File: config.mk
export PLATFORM = sky130hd
export DESIGN_NAME = cell_monitor_reading_conversion_unit
export DESIGN_NICKNAME = d
export VERILOG_FILES = /design/src/cmrc_pkg.sv /design/src/cmrc_div1000.sv /design/src/cmrc_tripdiv.sv /design/src/cell_monitor_reading_conversion_unit.sv
export VERILOG_INCLUDE_DIRS = /design/src /design/src/src
export SDC_FILE = /design/constraint.sdc
export NUM_CORES = 2
export LEC_CHECK = 0
export BUFFER_PORTS_ARGS = -buffer_cell sky130_fd_sc_hd__buf_2
export CAP_MARGIN = 15
export CORE_MARGIN = 2
export CORE_UTILIZATION = 59
export DETAILED_ROUTE_END_ITERATION = 8
export PLACE_DENSITY = 0.8
export SYNTH_ARGS = -nofsm -noshare
export SYNTH_HDL_FRONTEND = slang
export SYNTH_HIERARCHICAL = 1
export SYNTH_SLANG_ARGS = --single-unit
File: constraint.sdc
create_clock -name clk -period 8.1 [get_ports clk]
set_clock_uncertainty 0.15 [all_clocks]
set_input_delay 1.62 -clock clk [delete_from_list [all_inputs] [get_ports clk]]
set_output_delay 1.62 -clock clk [all_outputs]
set_load 0.03 [all_outputs]
File: src/cell_monitor_reading_conversion_unit_macros.svh
// assertion macros for the cell monitor reading conversion unit
`ifndef CELL_MONITOR_READING_CONVERSION_UNIT_MACROS_SVH
`define CELL_MONITOR_READING_CONVERSION_UNIT_MACROS_SVH

// checked property, quiet while reset is asserted
`define CMRC_ASSERT(lbl, prop, msg) \
  lbl: assert property (@(posedge clk) disable iff (!rst_n) prop) else $error(msg);

// checked property that also covers the reset cycles
`define CMRC_ASSERT_RST(lbl, prop, msg) \
  lbl: assert property (@(posedge clk) prop) else $error(msg);

`endif

File: src/cmrc_pkg.sv
// shared types and constants for the cell monitor reading conversion unit
package cmrc_pkg;

  // command codes
  localparam logic [1:0] CMD_CELL = 2'd0;
  localparam logic [1:0] CMD_PACK = 2'd1;
  localparam logic [1:0] CMD_TEMP = 2'd2;
  localparam logic [1:0] CMD_TRIP = 2'd3;

  // configuration register indexes
  localparam int CFG_IDX_W = 2;
  localparam logic [CFG_IDX_W-1:0] CFG_GAIN_TRIM_HIGH = 2'd0;
  localparam logic [CFG_IDX_W-1:0] CFG_GAIN_TRIM_LOW  = 2'd1;
  localparam logic [CFG_IDX_W-1:0] CFG_OFFSET_TRIM    = 2'd2;
  localparam int CFG_DATA_W = 8;

  // datapath widths
  localparam int GAIN_W  = 9;   // 365..396 uV per lsb
  localparam int PROD_W  = 25;  // raw * gain
  localparam int NUM_W   = 26;  // trip numerator in uV
  localparam int X_W     = 27;  // dividend of the divide-by-1000 unit
  localparam int Q_W     = 17;  // quotient of the divide-by-1000 unit
  localparam int REM_W   = 21;  // trip divider remainder
  localparam int DSR_W   = 13;  // trip divisor, 16 * gain
  localparam int TRIP_W  = 8;   // trip code
  localparam int VALUE_W = 18;

  localparam logic [GAIN_W-1:0] GAIN_BASE = 9'd365;
  localparam logic signed [23:0] MV_SCALE = 24'sd1000;
  localparam logic signed [23:0] TEMP_REF_UV = 24'sd2185000;
  localparam logic signed [VALUE_W-1:0] TEMP_BASE_DD = 18'sd250;
  localparam logic signed [VALUE_W-1:0] TRIP_MAX = 18'sd255;

  // floor(2^32 / 1000), quotient is exact or one low
  localparam logic [22:0] RECIP_1000 = 23'd4294967;
  localparam int RECIP_SHIFT = 32;
  localparam logic [10:0] DIVISOR_1000 = 11'd1000;

  typedef struct packed {
    logic [1:0]  cmd;
    logic [15:0] raw_value;
  } in_t;

  typedef struct packed {
    logic signed [VALUE_W-1:0] value;
    logic                      saturated;
  } out_t;

  // per-item control that rides along the divide stages
  typedef struct packed {
    logic [1:0] cmd;
    logic       sat;
    logic       cap;
    logic       neg;
  } side_t;

endpackage

File: src/cmrc_div1000.sv
// three-stage floor divide by 1000 through a reciprocal multiply and one correction
module cmrc_div1000 (
  input  logic                clk,
  input  logic [2:0]          en,
  input  logic [26:0]         x,
  output logic [16:0]         q
);
  import cmrc_pkg::*;

  logic [X_W+22:0] recip_prod;
  logic [Q_W-1:0]  q0_nxt;
  logic [Q_W-1:0]  q0_r;
  logic [X_W-1:0]  x_r;
  logic [X_W-1:0]  back_prod;
  logic [X_W-1:0]  diff;
  logic [10:0]     rem_r;
  logic [Q_W-1:0]  q1_r;
  logic [Q_W-1:0]  q_r;

  // stage a: estimate
  assign recip_prod = {23'd0, x} * {27'd0, RECIP_1000};
  assign q0_nxt     = recip_prod[RECIP_SHIFT+Q_W-1:RECIP_SHIFT];

  always_ff @(posedge clk) begin
    if (en[0]) begin
      q0_r <= q0_nxt;
      x_r  <= x;
    end
  end

  // stage b: remainder of the estimate, below 2000
  assign back_prod = {10'd0, q0_r} * 27'd1000;
  assign diff      = x_r - back_prod;

  always_ff @(posedge clk) begin
    if (en[1]) begin
      rem_r <= diff[10:0];
      q1_r  <= q0_r;
    end
  end

  // stage c: correction
  always_ff @(posedge clk) begin
    if (en[2]) begin
      q_r <= q1_r + Q_W'(rem_r >= DIVISOR_1000);
    end
  end

  assign q = q_r;

endmodule

File: src/cmrc_tripdiv.sv
// four-stage restoring divider, two quotient bits per stage, for the trip code
module cmrc_tripdiv (
  input  logic        clk,
  input  logic [3:0]  en,
  input  logic [20:0] rem,
  input  logic [12:0] dsr,
  output logic [7:0]  q
);
  import cmrc_pkg::*;

  localparam int NSTG = 4;

  logic [REM_W-1:0]  rem_r [0:NSTG-2];
  logic [TRIP_W-1:0] quo_r [0:NSTG-1];

  for (genvar s = 0; s < NSTG; s++) begin : g_stg
    localparam int KHI = TRIP_W - 1 - 2 * s;
    localparam int KLO = KHI - 1;

    logic [REM_W-1:0]  rem_in;
    logic [REM_W-1:0]  sub_hi;
    logic [REM_W-1:0]  sub_lo;
    logic [REM_W-1:0]  rem_mid;
    logic [REM_W-1:0]  rem_out;
    logic [TRIP_W-1:0] quo_in;
    logic [TRIP_W-1:0] quo_out;
    logic              ge_hi;
    logic              ge_lo;

    if (s == 0) begin : g_first
      assign rem_in = rem;
      assign quo_in = '0;
    end else begin : g_next
      assign rem_in = rem_r[s-1];
      assign quo_in = quo_r[s-1];
    end

    always_comb begin
      sub_hi  = {8'd0, dsr} << KHI;
      sub_lo  = {8'd0, dsr} << KLO;
      ge_hi   = rem_in >= sub_hi;
      rem_mid = ge_hi ? rem_in - sub_hi : rem_in;
      ge_lo   = rem_mid >= sub_lo;
      rem_out = ge_lo ? rem_mid - sub_lo : rem_mid;
      quo_out = quo_in | (TRIP_W'(ge_hi) << KHI) | (TRIP_W'(ge_lo) << KLO);
    end

    always_ff @(posedge clk) begin
      if (en[s]) begin
        quo_r[s] <= quo_out;
      end
    end

    if (s < NSTG - 1) begin : g_rem
      always_ff @(posedge clk) begin
        if (en[s]) begin
          rem_r[s] <= rem_out;
        end
      end
    end
  end

  assign q = quo_r[NSTG-1];

endmodule

File: src/cell_monitor_reading_conversion_unit.sv
// top level of the cell monitor reading conversion unit
//
// Converts one monitor reading per item into engineering units using the gain
// trim (365 + 5-bit code, uV per lsb) and the signed millivolt offset held in
// three configuration registers. cmd picks cell mV, pack mV, NTC temperature in
// decidegrees, or a millivolt threshold turned into an 8-bit trip code. The
// datapath is a seven-stage pipeline, stage 7 being the output register. A new
// item can be taken every cycle while out_stall is low, so the sustained rate
// is one item per clock. Stage depth is set by the reciprocal multiply of the
// shared divide-by-1000 unit (cell, pack and temperature) and by the restoring
// divider that makes the trip code two bits per stage. Every stage holds its
// item while the next one is full and stalled, so bubbles close up and the input
// keeps accepting while a result waits at the output, until every stage is
// full. Configuration must only be written while no item is in flight.
`include "cell_monitor_reading_conversion_unit_macros.svh"

module cell_monitor_reading_conversion_unit (
  input  logic                            clk,
  input  logic                            rst_n,
  // input items
  input  logic                            in_valid,
  output logic                            in_stall,
  input  cmrc_pkg::in_t                   in_data,
  // result items
  output logic                            out_valid,
  input  logic                            out_stall,
  output cmrc_pkg::out_t                  out_data,
  // configuration writes
  input  logic                            cfg_we,
  input  logic [cmrc_pkg::CFG_IDX_W-1:0]  cfg_index,
  input  logic [cmrc_pkg::CFG_DATA_W-1:0] cfg_wdata
);
  import cmrc_pkg::*;

  // configuration registers
  logic [7:0] gain_trim_high_r;
  logic [7:0] gain_trim_low_r;
  logic [7:0] offset_trim_r;

  // stage valid bits and load enables, stage 7 is the output register
  logic [7:1] v_r;
  logic [7:1] en;

  // stage 1: accepted item
  in_t s1_r;

  // stage 2: product and trip numerator
  logic [1:0]        cmd2_r;
  logic [PROD_W-1:0] prod2_r;
  logic              tneg2_r;
  logic [NUM_W-1:0]  nn2_r;

  // stage 3: divide-by-1000 dividend and per-item flags
  logic [X_W-1:0] x3_r;
  side_t          side_r [3:6];

  // combinational values
  logic [GAIN_W-1:0]         gain;
  logic [DSR_W-1:0]          trip_dsr;
  logic [15:0]               mul_a;
  logic [PROD_W-1:0]         prod_c;
  logic [17:0]               trip_diff;
  logic [NUM_W-1:0]          nn_c;
  logic signed [23:0]        off_ext;
  logic signed [23:0]        off_scaled;
  logic signed [23:0]        prod_s;
  logic signed [23:0]        uv;
  logic signed [23:0]        delta;
  logic [22:0]               delta_mag;
  logic [X_W-1:0]            x_temp;
  logic                      cap_c;
  logic [X_W-1:0]            x3_nxt;
  side_t                     side3_nxt;
  logic [Q_W-1:0]            q6;
  logic [TRIP_W-1:0]         tq6;
  logic signed [VALUE_W-1:0] qs;
  out_t                      out_nxt;
  out_t                      out_r;
  logic                      out_neg;

  // -------------------------------------------------------------------------
  // configuration port
  // -------------------------------------------------------------------------
  always_ff @(posedge clk) begin
    if (!rst_n) begin
      gain_trim_high_r <= '0;
      gain_trim_low_r  <= '0;
      offset_trim_r    <= '0;
    end else if (cfg_we) begin
      unique case (cfg_index)
        CFG_GAIN_TRIM_HIGH: gain_trim_high_r <= cfg_wdata;
        CFG_GAIN_TRIM_LOW:  gain_trim_low_r  <= cfg_wdata;
        CFG_OFFSET_TRIM:    offset_trim_r    <= cfg_wdata;
        default: ;  // writes past the register list are dropped
      endcase
    end
  end

  // gain code bits 4:3 from the high trim byte, bits 2:0 from the low one
  assign gain     = GAIN_BASE + {4'd0, gain_trim_high_r[3:2], gain_trim_low_r[7:5]};
  assign trip_dsr = {gain, 4'd0};

  // -------------------------------------------------------------------------
  // pipeline flow control: a stage loads when it is empty or drains
  // -------------------------------------------------------------------------
  always_comb begin
    en[7] = !v_r[7] || !out_stall;
    for (int k = 6; k >= 1; k--) begin
      en[k] = !v_r[k] || en[k+1];
    end
  end

  assign in_stall = !en[1];

  always_ff @(posedge clk) begin
    if (!rst_n) begin
      v_r <= '0;
    end else begin
      if (en[1]) begin
        v_r[1] <= in_valid;
      end
      for (int k = 2; k <= 7; k++) begin
        if (en[k]) begin
          v_r[k] <= v_r[k-1];
        end
      end
    end
  end

  // -------------------------------------------------------------------------
  // stage 1: capture
  // -------------------------------------------------------------------------
  always_ff @(posedge clk) begin
    if (en[1]) begin
      s1_r <= in_data;
    end
  end

  // -------------------------------------------------------------------------
  // stage 1 -> 2: raw times gain, trip numerator (threshold - offset) * 1000
  // -------------------------------------------------------------------------
  // pack uses all 16 raw bits, cell and temperature only the low 14
  assign mul_a  = (s1_r.cmd == CMD_PACK) ? s1_r.raw_value : {2'd0, s1_r.raw_value[13:0]};
  assign prod_c = {9'd0, mul_a} * {16'd0, gain};

  assign trip_diff = {2'd0, s1_r.raw_value} - {{10{offset_trim_r[7]}}, offset_trim_r};
  // a negative numerator floors at zero
  assign nn_c = trip_diff[17] ? '0 : NUM_W'({9'd0, trip_diff[16:0]} * 26'd1000);

  always_ff @(posedge clk) begin
    if (en[2]) begin
      cmd2_r  <= s1_r.cmd;
      prod2_r <= prod_c;
      tneg2_r <= trip_diff[17];
      nn2_r   <= nn_c;
    end
  end

  // -------------------------------------------------------------------------
  // stage 2 -> 3: build the divide-by-1000 dividend per command
  // -------------------------------------------------------------------------
  always_comb begin
    off_ext    = {{16{offset_trim_r[7]}}, offset_trim_r};
    off_scaled = off_ext * MV_SCALE;
    prod_s     = {1'b0, prod2_r[22:0]};
    uv         = prod_s + off_scaled;
    delta      = TEMP_REF_UV - prod_s;
    delta_mag  = delta[23] ? 23'(-delta) : delta[22:0];
    // |delta| / 800 == floor(5 * |delta| / 4) / 1000
    x_temp     = ({4'd0, delta_mag} + {2'd0, delta_mag, 2'd0}) >> 2;
    // trip code tops out once the numerator reaches 256 * 16 * gain
    cap_c      = nn2_r >= {5'd0, gain, 12'd0};

    x3_nxt        = '0;
    side3_nxt.cmd = cmd2_r;
    side3_nxt.sat = 1'b0;
    side3_nxt.cap = 1'b0;
    side3_nxt.neg = 1'b0;
    unique case (cmd2_r)
      CMD_CELL: begin
        // below zero floors at zero and flags the item
        x3_nxt        = uv[23] ? '0 : {4'd0, uv[22:0]};
        side3_nxt.sat = uv[23];
      end
      CMD_PACK: begin
        x3_nxt = {prod2_r, 2'd0};
      end
      CMD_TEMP: begin
        x3_nxt        = x_temp;
        side3_nxt.neg = delta[23];
      end
      CMD_TRIP: begin
        side3_nxt.cap = cap_c;
        side3_nxt.sat = tneg2_r || cap_c;
      end
      default: ;
    endcase
  end

  always_ff @(posedge clk) begin
    if (en[3]) begin
      x3_r <= x3_nxt;
    end
  end

  // trip divider starts from the stage 2 numerator, answers at stage 6
  cmrc_tripdiv u_tripdiv (
    .clk (clk),
    .en  (en[6:3]),
    .rem (nn2_r[REM_W-1:0]),
    .dsr (trip_dsr),
    .q   (tq6)
  );

  // -------------------------------------------------------------------------
  // stages 4..6: shared divide by 1000, flags ride alongside
  // -------------------------------------------------------------------------
  cmrc_div1000 u_div1000 (
    .clk (clk),
    .en  (en[6:4]),
    .x   (x3_r),
    .q   (q6)
  );

  // per-item flags from stage 3 through stage 6
  always_ff @(posedge clk) begin
    if (en[3]) begin
      side_r[3] <= side3_nxt;
    end
    for (int k = 4; k <= 6; k++) begin
      if (en[k]) begin
        side_r[k] <= side_r[k-1];
      end
    end
  end

  // -------------------------------------------------------------------------
  // stage 6 -> 7: final result select into the output register
  // -------------------------------------------------------------------------
  assign qs = {1'b0, q6};

  always_comb begin
    out_nxt.saturated = side_r[6].sat;
    unique case (side_r[6].cmd)
      CMD_CELL: out_nxt.value = qs;
      CMD_PACK: out_nxt.value = qs;
      // truncation toward zero: divide the magnitude, then restore the sign
      CMD_TEMP: out_nxt.value = TEMP_BASE_DD + (side_r[6].neg ? -qs : qs);
      CMD_TRIP: out_nxt.value = side_r[6].cap ? TRIP_MAX : {10'd0, tq6};
      default:  out_nxt.value = qs;
    endcase
  end

  always_ff @(posedge clk) begin
    if (en[7]) begin
      out_r <= out_nxt;
    end
  end

  assign out_valid = v_r[7];
  assign out_data  = out_r;

  // -------------------------------------------------------------------------
  // assertions
  // -------------------------------------------------------------------------
  assign out_neg = out_valid && out_data.value[VALUE_W-1];

  // the input only stalls when every stage is occupied
  `CMRC_ASSERT(a_stall_full, in_stall |-> (&v_r), "input stalled with an empty stage")
  // reset empties the pipeline
  `CMRC_ASSERT_RST(a_rst_empty, !rst_n |=> !out_valid, "result valid right after reset")
  // only temperature gives negative values, and it never saturates
  `CMRC_ASSERT(a_neg_unsat, out_neg |-> !out_data.saturated, "negative result saturated")

endmodule
# Word-level counts from Yosys, hierarchy flattened
# Memories as Yosys holds them, arrays and structs flattened.
# Cells that the tools add are included.
# Widths: inputs -> output; s select.
[totals]
mem_bits_rw = 115
memories = 3
elab_cells = 125
out_inout_bits = 21
reg_bits = 218
in_bits = 33
[op_classes]
bitwise_logic = 7
muxes = 25
multipliers = 5
order_cmp = 10
n_reduce_logical = 24
eq_ne = 9
add_sub_neg = 17
[mem_list]
columns = ["name", "words", "width", "rd", "rd_ports_with_merged_regs", "write_ports", "line_no", "rtl"]
rows = [
  ["u_tripdiv.rem_r", 3, 21, 3, 0, 3, "cmrc_tripdiv.sv:13", "logic [REM_W-1:0] rem_r [0:NSTG-2];"],
  ["u_tripdiv.quo_r", 4, 8, 4, 0, 4, "cmrc_tripdiv.sv:14", "logic [TRIP_W-1:0] quo_r [0:NSTG-1];"],
  ["side_r", 4, 5, 4, 0, 4, "cell_monitor_reading_conversion_unit.sv:55", "side_t side_r [3:6];"],
]
[ops]
columns = ["op", "n"]
rows = [
  ["$mux 21", 7],
  ["$pmux 27 s3", 1],
  ["$pmux 18 s3", 1],
  ["$mul 27x23->49 const B", 1],
  ["$mux 23", 2],
  ["$add 23x25->26", 1],
  ["$ge 26x21->1", 1],
  ["$mul 16x9->25", 1],
  ["$add 24x19->24", 1],
  ["$sub 22x23->24 const A", 1],
  ["$mul 17x7->23 const B", 1],
  ["$neg 23->23", 1],
  ["$ge 21x13->1", 1],
  ["$ge 21x14->1", 1],
  ["$ge 21x15->1", 1],
  ["$ge 21x16->1", 1],
  ["$ge 21x17->1", 1],
  ["$ge 21x18->1", 1],
  ["$ge 21x19->1", 1],
  ["$ge 21x20->1", 1],
  ["$sub 21x14->21", 1],
  ["$sub 21x15->21", 1],
  ["$sub 21x16->21", 1],
  ["$sub 21x17->21", 1],
  ["other kinds (31)", 66],
]

# Longest topological paths before layout
[depth]
word_depth = 9
ltp_mapped = 30
mapped_depth_nobuf = 29

# Modules after synthesis
# The synthesis kept the hierarchy.
[by_module_without_submodules]
columns = ["mod", "seq_area_each_um2", "n_inst", "cells_each", "area_per_inst_um2"]
rows = [
  ["cell_monitor_reading_conversion_unit", 4454.3, 1, 2018, 19205.9],
  ["cmrc_div1000", 2011.9, 1, 1235, 12742.2],
  ["cmrc_tripdiv", 2492.4, 1, 931, 8808.4],
]

# Least setup slack after synthesis
# OpenSTA, ideal clock, no wires.
[synth_path]
kind = "reg2reg"
start = "reg offset_trim_r[7]"
end = "reg x3_r[5] (data pin)"
period_less_slack_ns = 7.045
setup_ns = 0.140
path_stages_with_launch = 29
required_time_ns = 7.810
path_slack_ns = 1.055
path_buffers = 2
arrival_time_ns = 6.755
cell_sequence = "dfxtp_1 -> clkbuf_1 -> inv_1 -> fa_1 -> fa_1 -> inv_1 -> fa_1 -> inv_1 -> fa_1 -> inv_1 -> ha_1 -> a21oi_1 -> nor2b_1 -> o21a_1 -> o21ai_0 -> nand2b_1 -> a21oi_1 -> xnor2_1 -> ha_1 -> a21oi_1 -> o21ai_0 -> or2_2 -> o311ai_0 -> a21oi_1 -> xor2_1 -> nor2b_1 -> clkbuf_1 -> a222oi_1 -> nor2_1"
[synth_via]
elab_chain_cells = 4
[synth_rtl]
columns = ["item", "line_no", "rtl"]
rows = [
  ["start, declared", "cell_monitor_reading_conversion_unit.sv:38", "logic [7:0] offset_trim_r;"],
  ["start signal, assigned", "cell_monitor_reading_conversion_unit.sv:93", "CFG_OFFSET_TRIM: offset_trim_r <= cfg_wdata;"],
  ["$mul 8x8->16", "cell_monitor_reading_conversion_unit.sv:164", "off_scaled = off_ext * MV_SCALE;"],
  ["$add 24x19->24", "cell_monitor_reading_conversion_unit.sv:166", "uv = prod_s + off_scaled;"],
  ["$mux 23", "cell_monitor_reading_conversion_unit.sv:182", "x3_nxt = uv[23] ? '0 : {4'd0, uv[22:0]};"],
  ["$pmux 27 s3", "cell_monitor_reading_conversion_unit.sv:179", "unique case (cmd2_r)"],
  ["via x3_nxt[5]", "cell_monitor_reading_conversion_unit.sv:72", "logic [X_W-1:0] x3_nxt;"],
  ["end signal, assigned", "cell_monitor_reading_conversion_unit.sv:202", "x3_r <= x3_nxt;"],
  ["end, declared", "cell_monitor_reading_conversion_unit.sv:54", "logic [X_W-1:0] x3_r;"],
]
# The timed path passes the listed nets, and every way through them passes these cells.
# A chain may end at the register's enable or synchronous reset.

# Worst setup path after layout
[layout_path]
start = "reg offset_trim_r[2]"
end = "reg x3_r[5] (data pin)"
# The elaborated chain is that of the path after synthesis.

==> run_results.csv <==
group,metric,value,unit
global_route,grt_pass1_vias,30577,
timing,setup_viol_count_final,0,
timing,fmax,134,MHz
timing,finalCriticalPeriod,7.47,ns
floorplanning,die-area,0.0712,mm2
clock_network,clock-sinks,305,
synth,ys_types,119,
detailed_routing,vias,30109,
synth,synthFlopType,"edfxtp_1",
detailed_routing,via_per_inst,5.82,
layout,num-nets-final,5287,
timing,tightest_slew,1.14,ns
timing,final_max_slew_viol_count,0,
worst_setup_path,worst_path_most_repeated_cell,"a21oi_1",
clock_network,ctsHtreeMaxLevel,2,
global_route,grt_overflow,0,
synth,synth-seq-cells,305,
clock_network,root_buffer,"clkbuf_16",
placed_design,io_buffers,53,
synth,synth-seq-area-share,22.0,%
clock_network,cts_made_buffers,38,
worst_setup_path,crit_fanout,23,
worst_setup_path,crit_start,"offset_trim_r[2]",
floorplanning,fp-row-count,96,
placed_design,gp_congestion,0.960,
detailed_routing,detail_route.wl_per_cell,17.6,um
detailed_routing,antenna_left,0,
detailed_routing,dr.pass1.iters,9,
worst_setup_path,slowest_stage,"fa_1",
detailed_routing,drt-initial-drc-count,2095,
timing,finalSetupTns,0,ns
worst_setup_path,start_kind,"flip-flop",
floorplanning,pin_count,54,
global_route,track_usage,26.2,%
floorplanning,start_util,59.5,%
timing,fin_crit_sh,92.2,%
synth,yosys_warnings,6,
floorplanning,core,0.0685,mm2
worst_setup_path,critical_path_class,"reg -> reg",
clock_network,clk_path_buf_depth,3,
global_route,grt_max_degree,56,
worst_setup_path,worstPathArrival,7.57,ns
hold_path,hp-class,"reg -> reg",
layout,antenna_cells,0,
floorplanning,die_height,267,um
detailed_routing,detail_route.wirelength,91000,um
global_route,antenna_found_initial,0,
outcome,outcome,"finished clean",
synth,synth_area,0.0408,mm2
hold_path,min-delay-start,"side_r[0][14]",
synth,synth_edf_count,285,
worst_setup_path,slowest_delay,0.56,ns
placed_design,post-dp-hpwl,73700,um
timing,hold_viol,0,
synth,synth_area_per_cell,9.74,um2
layout,layout-drive-gt1-share,6.85,%
clock_network,clock_latency,0.57,ns
layout,area_delta_synth_final,6.72,%
worst_setup_path,required,8.20,ns
worst_setup_path,r2r_start,"offset_trim_r[2]",
clock_network,cts_tree,"yes",
synth,async_reset_ff_share,0,%
global_route,grt_pass1_wl,151000,um
synth,synthCells,4184,
detailed_routing,drc,0,
clock_network,path_clk_slew,0.06,ns
clock_network,cts-hold-fix-buffers,0,
worst_setup_path,worstSetupEndpointType,"flip-flop",
floorplanning,die_width,267,um
timing,relSlewSlack,23.2,%
run,drv_cap,0,
timing,rsz0062_at_grt,"no",
[cell usage after synthesis, types with 7 or more instances]
cell / count / share of area (%)
buf_6: 7 / 0.19
and3_1: 30 / 0.46
edfxtp_1: 285 / 21
o22ai_1: 12 / 0.18
a22oi_1: 7 / 0.13
mux2_2: 42 / 1.2
a222oi_1: 16 / 0.39
a31oi_1: 18 / 0.28
and2_1: 67 / 1.0
nand2_1: 192 / 1.8
o21bai_1: 30 / 0.55
mux2i_1: 27 / 0.66
nor4_1: 26 / 0.40
inv_1: 775 / 7.1
o31ai_1: 21 / 0.39
nand4_1: 35 / 0.54
a21boi_0: 13 / 0.24
o21a_1: 39 / 0.72
a2111oi_0: 7 / 0.15
dfxtp_1: 20 / 0.98
nand3b_1: 9 / 0.17
nor3_1: 44 / 0.54
nor3b_1: 14 / 0.26
a21o_1: 89 / 1.6
o21ai_0: 149 / 1.8
xnor2_1: 188 / 4.0
or2_2: 23 / 0.35
or3_1: 13 / 0.20
and4_1: 7 / 0.15
fa_1: 377 / 19
nor2b_1: 62 / 0.95
ha_1: 613 / 19
mux2_4: 7 / 0.26
nor2_1: 224 / 2.1
nand3_1: 55 / 0.68
o211ai_1: 27 / 0.50
xor2_1: 92 / 2.0
or4_1: 15 / 0.28
a211o_1: 9 / 0.19
a21oi_1: 220 / 2.7
nand2b_1: 29 / 0.45
a211oi_1: 31 / 0.57
clkbuf_1: 48 / 0.44
o221ai_1: 8 / 0.17
[kinds of logic after synthesis]
family | Yosys count | share of synthesized area, %
AO/OA/AOI/OAI | 792 | 13.0
XOR/XNOR | 281 | 6.07
adder cells (fa/ha/maj) | 990 | 37.3
buffers and inverters | 849 | 8.16
flip-flops | 305 | 22.0
multiplexers | 81 | 2.22
other | 2 | 0.0184
AND/OR/NAND/NOR | 884 | 11.3
[worst max-delay path, delay by kind of cell, from the launching register on]
family | cells | cell delay, ns
AOI/OAI and AO/OA | 12 | 2.49
xor gates and xnor gates | 2 | 0.36
adders and majority gates | 6 | 2.49
buffers and inverters | 5 | 0.54
DFF | 1 | 0.52
and+or+nand+nor | 5 | 0.61
[cell usage in the layout (no fill, tap or decap), types with 53 or more instances in the layout]
cell type and instances:
nor2b_1 62, fa_1 377, inv_1 773, nor2_1 224
xor2_1 91, a21oi_1 220, a21o_1 89, nand3_1 55
nand2_1 190, buf_2 53, xnor2_1 188, ha_1 613
and2_1 67, edfxtp_1 285, o21ai_0 149
[final cells by class]
cell class / count / area (um2)
clock buffers: 50 / 1090
clock inverters: 19 / 245
fillers: 5373 / 25000
inverters: 777 / 2920
multi-input cells: 3046 / 28600
flip-flops and latches: 305 / 8960
well taps: 882 / 1100
repair buffers: 96 / 621
[timing repair]
| action | CTS | global route |
|---|---|---|
| setup buffers | 0 | 0 |
| endpoints found under the setup margin | 0 | 1 |
| gates resized for setup | 0 | 1 |
[final timing paths]
kind / slack [ns] / cells after the start / to
max: 0.63 / 30 / x3_r[5]
max reg2reg: 0.63 / 30 / x3_r[5]
min: 0.26 / 0 / side_r[0][19]
min reg2reg: 0.26 / 0 / side_r[0][19]
[per-layer routing]
metal	vias to the layer above	global-route usage, %	share of wire (%)
met5	-	0	0
met4	0	8.72	2.9
met3	173	3.80	6.5
met2	942	44.4	48
met1	14520	34.5	43
li1	14474	-	-
[sequential cells by signal, indices dropped and copies added, names as in the netlist, 18 cells and up]
signal	count
side_r	20
prod2_r	25
x3_r	27
nn2_r	23
u_tripdiv/rem_r	63
u_tripdiv/quo_r	20
s1_r	18
out_data	19
[per-stage QoR]
| stage | cell area, um2 | hold WS, ns | instances | util (%) | setup WS [ns] |
|---|---|---|---|---|---|
| 3_5_place_dp | 42100 | 0.255 | 5104 | 61.5 | 0.669 |
| 4_1_cts | 43400 | 0.268 | 5173 | 63.4 | 0.655 |
| 6_report | 43500 | 0.262 | 5175 | 63.5 | 0.634 |
| 2_1_floorplan | 40800 | 0.250 | 4200 | - | 1.06 |
| 5_1_grt | 43500 | 0.274 | 5175 | 63.5 | 0.00740 |
| 3_3_place_gp | 42100 | 0.251 | 5104 | 61.5 | 0.823 |
Power is left out: the tool's default activity adds up to more than one toggle a clock period on the data nets, which glitch-free logic cannot reach.
